`src/rtl/sorted_table_last_match_search_core_assert.svh`:
```
// Assertion macros for the sorted-table last-match search core.
// Used by the controller and datapath modules; no other dependencies.
`ifndef SORTED_TABLE_LAST_MATCH_SEARCH_CORE_ASSERT_SVH
`define SORTED_TABLE_LAST_MATCH_SEARCH_CORE_ASSERT_SVH

`ifndef SYNTHESIS
// Check a property on the rising edge, skipped while reset is high.
`define STLMS_ASSERT(label, clk, rst, prop) \
  label: assert property (@(posedge clk) disable iff (rst) prop) \
    else $error("%m: assertion failed");
// Check a property on the rising edge, also during reset.
`define STLMS_ASSERT_ALWAYS(label, clk, prop) \
  label: assert property (@(posedge clk) prop) \
    else $error("%m: assertion failed");
`else
`define STLMS_ASSERT(label, clk, rst, prop)
`define STLMS_ASSERT_ALWAYS(label, clk, prop)
`endif

`endif

```
`src/rtl/stlms_pkg.sv`:
```
// Shared types and constants for the sorted-table last-match search core.
// No dependencies; imported by every module of the block.
package stlms_pkg;

  localparam int TABLE_DEPTH_DEFAULT = 1024;
  localparam int INDEX_W             = 10;
  localparam int VALUE_W             = 32;
  localparam int COUNT_W             = 11;

  localparam logic [COUNT_W-1:0] ELEMENT_COUNT_RESET = 11'd1024;

  localparam logic FUNC_LOAD   = 1'b0;
  localparam logic FUNC_SEARCH = 1'b1;

  typedef struct packed {
    logic                      func;
    logic [INDEX_W-1:0]        entry_index;
    logic signed [VALUE_W-1:0] item_value;
  } in_item_t;

  typedef struct packed {
    logic               found;
    logic [INDEX_W-1:0] position;
  } out_item_t;

  typedef enum logic [1:0] {
    S_IDLE,
    S_PROBE,
    S_COMPARE,
    S_CHECK
  } state_t;

  // Controller to datapath
  typedef struct packed {
    logic write_entry;
    logic start_search;
    logic probe_read;
    logic final_read;
    logic take_compare;
    logic out_load;
  } dp_cmd_t;

  // Datapath to controller
  typedef struct packed {
    logic is_search;
    logic lo_lt_hi;
    logic out_busy;
  } dp_status_t;

endpackage

```
`src/rtl/stlms_ctrl.sv`:
```
// Sequencing state machine for the sorted-table last-match search core.
// Depends on stlms_pkg and the assertion macro header.
`include "sorted_table_last_match_search_core_assert.svh"

module stlms_ctrl (
  input  logic                clk,
  input  logic                rst,
  input  logic                in_valid,
  output logic                in_ready,
  input  stlms_pkg::dp_status_t status,
  output stlms_pkg::dp_cmd_t    cmd
);
  import stlms_pkg::*;

  state_t state;
  state_t state_next;

  // Hold the current state
  always_ff @(posedge clk) begin
    if (rst) begin
      state <= S_IDLE;
    end else begin
      state <= state_next;
    end
  end

  // Choose the next state
  always_comb begin
    state_next = state;
    unique case (state)
      S_IDLE: begin
        if (in_valid && status.is_search) begin
          state_next = S_PROBE;
        end
      end
      S_PROBE: begin
        state_next = status.lo_lt_hi ? S_COMPARE : S_CHECK;
      end
      S_COMPARE: begin
        state_next = S_PROBE;
      end
      S_CHECK: begin
        if (!status.out_busy) begin
          state_next = S_IDLE;
        end
      end
      default: begin
        state_next = S_IDLE;
      end
    endcase
  end

  // Drive handshake and datapath commands
  always_comb begin
    in_ready = 1'b0;
    cmd      = '0;
    unique case (state)
      S_IDLE: begin
        in_ready         = 1'b1;
        cmd.write_entry  = in_valid && !status.is_search;
        cmd.start_search = in_valid && status.is_search;
      end
      S_PROBE: begin
        cmd.probe_read = status.lo_lt_hi;
        cmd.final_read = !status.lo_lt_hi;
      end
      S_COMPARE: begin
        cmd.take_compare = 1'b1;
      end
      S_CHECK: begin
        cmd.out_load = !status.out_busy;
      end
      default: begin
        in_ready = 1'b0;
      end
    endcase
  end

  `STLMS_ASSERT(a_load_only_when_free, clk, rst, cmd.out_load |-> !status.out_busy)
  `STLMS_ASSERT(a_probe_needs_range, clk, rst, cmd.probe_read |-> status.lo_lt_hi)
  `STLMS_ASSERT(a_compare_returns, clk, rst, state == S_COMPARE |=> state == S_PROBE)

endmodule

```
`config.mk`:
```
export PLATFORM = sky130hd
export DESIGN_NAME = stlms_ctrl
export DESIGN_NICKNAME = d
export VERILOG_FILES = /design/src/rtl/stlms_pkg.sv /design/src/rtl/stlms_ctrl.sv
export VERILOG_INCLUDE_DIRS = /design/src /design/src/rtl
export SDC_FILE = /design/constraint.sdc
export NUM_CORES = 1
export LEC_CHECK = 0
export ABC_AREA = 1
export BUFFER_PORTS_ARGS = -buffer_cell sky130_fd_sc_hd__buf_4
export CAP_MARGIN = 20
export CORE_AREA = 2 2 39 41
export CTS_CLUSTER_DIAMETER = 80
export DETAILED_ROUTE_END_ITERATION = 7
export DIE_AREA = 0 0 41 43
export PLACE_DENSITY = 0.38
export SLEW_MARGIN = 20
export SYNTH_ARGS = -nofsm -noshare
export SYNTH_HDL_FRONTEND = slang
export SYNTH_SLANG_ARGS = --single-unit
```
`constraint.sdc`:
```
create_clock -name clk -period 1.3 [get_ports clk]
set_clock_uncertainty 0.15 [all_clocks]
set_input_delay 0.26 -clock clk [delete_from_list [all_inputs] [get_ports clk]]
set_output_delay 0.26 -clock clk [all_outputs]
set_load 0.01 [all_outputs]
```
=== Word-level counts from Yosys, hierarchy flattened ===
Index checks and enable logic that the tools add are counted.
W data, S select, Z words.

* Logic and storage cells: 22
* Input port bits: 6
* Register bits: 2
* Output and inout port bits: 7

* Reduce and logical (&&, ||, !) cells: 7
* Equal/unequal tests: 5
* Mux-type cells: 9

{| class="wikitable"
|+ Operator list
! kind !! number
|-
| $mux W2 || 4
|-
| $pmux W2 S4 || 1
|-
| $eq A2 B2 Y1 const B || 2
|-
| $mux W1 || 4
|-
| $ne A2 B2 Y1 const B || 2
|-
| $logic_not A1 Y1 || 3
|-
| $eq A2 B1 Y1 const B || 1
|-
| $logic_and A1 B1 Y1 || 2
|-
| $logic_not A2 Y1 || 1
|-
| $reduce_and A2 Y1 || 1
|}

=== Depth between registers and ports, before layout ===
* Depth after elaboration: 3
* Mapped depth: 5
* Gate-level depth less buffers: 5

=== Least setup slack after synthesis ===
OpenSTA, ideal clock, no wires.

* Kind: register -> output
* Start point: reg state[0]
* End point: out cmd[5] (netlist bit)
* Cell stages (with the launch flop): 6
* Path slack: 0.130 ns
* Data arrival time: 0.760 ns
* Required time: 0.890 ns
* Path through: dfxtp_1 inv_1 nand2_1 inv_2 nand2_1 nor2_1

{| class="wikitable"
|+ RTL lines
! element !! line !! RTL
|-
| start: declaration || stlms_ctrl.sv:15 || <nowiki>state_t state;</nowiki>
|-
| start signal: assignment || stlms_ctrl.sv:23 || <nowiki>state <= state_next;</nowiki>
|-
| end: declaration || stlms_ctrl.sv:11 || <nowiki>output stlms_pkg::dp_cmd_t cmd</nowiki>
|}

==> results.cfg <==
[logic_synthesis]
synth.largest_area_cell = dfxtp_1
synth_edf_count = 0
synth_commonest_cells = nor2_1, nand2_1, inv_1
synth_area_leaders = dfxtp_1, nor2_1, nand2_1
synth_warnings = 0
syn_nets = 29
yosys.area_share.simple_pct = 45.54
synth_adder_area_share_pct = 0
synthMuxAreaShare_pct = 0
syn_inst = 23
synth_flop_cell = dfxtp_1
synth_cell_types = 9
avgSynthCellArea_um2 = 5.494
ys_seq_area_share_pct = 31.68
synthesis.area_um2 = 126.4
async_reset_ff_share_pct = 0
synth_compound_area_share_pct = 7.921
ys_ff_latch = 2
synth-xor-area-share_pct = 0
synth_top_family_by_area = simple AND/OR/NAND/NOR gates
synth_top_area_share_pct = 31.68
synth.most_common_cell = nor2_1

[timing]
relSlewSlack_pct = 87.40
fin_crit_sh_pct = 106.7
hold_viol_final = 0
tns_ns = -0.2463
worst_slack_ns = -0.08699
worstMarginPinSlew_ns = 0.1871
fin_crit_ns = 1.387
rsz0062_at_grt = yes
max_freq_mhz = 721.0
holdWs_ns = 0.04638
finalMaxSlewViolations = 0
setup_viol = 5

[worst_setup_path]
reg2reg_slack_ns = 0.28
cp_data_arrival_time_ns = 0.98
cp-end-kind = output pin
critPathMaxFanout = 5
r2r_start = state[0]
ff2ff_path_depth = 5
r2r_end = state[0]
crit_required_ns = 0.89
cp-startpoint = state[1]
critical_path_class = flip-flop to output pin
critPathLaunchType = flip-flop

[clocking]
cts_buffers = 3
clk_root_buffer_cell = clkbuf_4
cts_tree = yes
numClockSinks = 2
cts_hold_buf = 0
cts_buffer_depth = 2
insertion_delay_ns = 0.22
htree_levels = 1
path_clk_slew_ns = 0.03

[finish]
n_antenna_cell = 0
final_nets = 48
regMostFlops = state
area_growth_syn_to_layout_pct = 134.7
largest_register_ffs = 2
final_cell_area_um2 = 296.5
drive_gt1_share_pct = 60.00
reg_top3 = state: 2 flops

[place]
portBuffers = 12
dp_hpwl_um = 315.1
gp_congestion = 0.5379
place_area_um2 = 244.0

[grt]
grt_pass1_wl_um = 531
antenna_found_initial = 0
grt_pass1_vias = 174
grt_max_degree = 6
track_usage_pct = 4.810
grt_overflow = 0

[outcome]
status = finished with violations
violations = setup timing

[drt]
vias = 191
final_antenna_net_count = 0
wl_um = 394
wire_per_inst_um = 7.036
vias_per_cell = 3.411
firstDrtPassIters = 1
drc_errors = 0
drt_iter0_drc = 0

[power]
p_leak_nw = 0.1595
p_total_w = 0.0002849
vdd_drop_max_uv = 246.9
powerDensity_nw_per_um2 = 960.7

[die]
fp.dieW_um = 41
core-area_um2 = 1384
die_height_um = 43
dieArea_um2 = 1763
placement_rows = 14
ios = 13
start_util_pct = 9.132

[worst_hold_path]
hp-start = rst
hold_path.class = input port to flip-flop
whs_path_depth = 2
holdPathEnd = state[1]

[run]
maxCapViolCount = 0
==> cell families after synthesis <==
group | after synthesis
compound gates | 2
buf+inv | 5
flops | 2
simple gates | 14
==> placed cells by master (no fill, tap or decap), drive strengths merged <==
master	count
nand2	4
a21oi	1
nor3	2
nor2	6
o21ai	1
dfxtp	2
buf	14
inv	5
clkbuf	3
nand3	2
==> through the flow <==
step	setup slack, ns	instances	util, %
2_1_floorplan	0.1302	23	-
3_3_place_gp	0.1120	52	17.63
3_5_place_dp	0.09587	52	17.63
4_1_cts	-0.1252	56	20.34
5_1_grt	-0.1344	56	21.43
6_report	-0.08699	56	21.43
==> where the power goes <==
| group | total (W) | internal, W | switching [W] |
|---|---|---|---|
| logic | 0.0000803 | 0.0000423 | 0.0000379 |
| clock network | 0.000134 | 0.000102 | 0.0000324 |
| registers | 0.0000706 | 0.0000670 | 0.00000362 |
==> worst max path at each step <==
stage,endpoint,slack [ns],depth (start not counted)
finish,cmd[5],-0.09,6
global route,cmd[5],-0.13,6
CTS,cmd[5],-0.13,6
detailed placement,cmd[5],0.1,6
global placement,cmd[5],0.11,6
floorplan,cmd[5],0.13,5
==> layout make-up <==
| type | instances | area, um^2 |
|---|---|---|
| Sequential cell | 2 | 42.54 |
| Tap cell | 16 | 20.02 |
| Timing Repair Buffer | 14 | 112.6 |
| Inverter | 5 | 21.27 |
| Clock buffer | 3 | 22.52 |
| Fill cell | 175 | 1087 |
| Multi-Input combinational cell | 16 | 77.57 |
==> worst max-delay path, cell delays in order, from the launching register on <==
cell     delay (ns)
dfxtp_2        0.33
inv_4          0.07
nand2_2        0.05
inv_2          0.05
nand2_1        0.04
nor2_1         0.09
buf_4          0.13
==> metal layers <==
| layer | up-vias | wire, um | track usage [%] |
|---|---|---|---|
| met4 | 0 | 0 | 6.000 |
| li1 | 106 | - | - |
| met5 | - | 0 | 0 |
| met1 | 79 | 163 | 4.473 |
| met3 | 0 | 33 | 1.571 |
| met2 | 6 | 197 | 6.875 |
==> repair_timing <==
item / in CTS / in global routing
gates resized for setup: 5 / 4
setup buffers: 1 / 0
setup endpoints to repair: 7 / 6
pin swaps: 3 / 3
No activity file was read; power rests on OpenSTA's default activity.
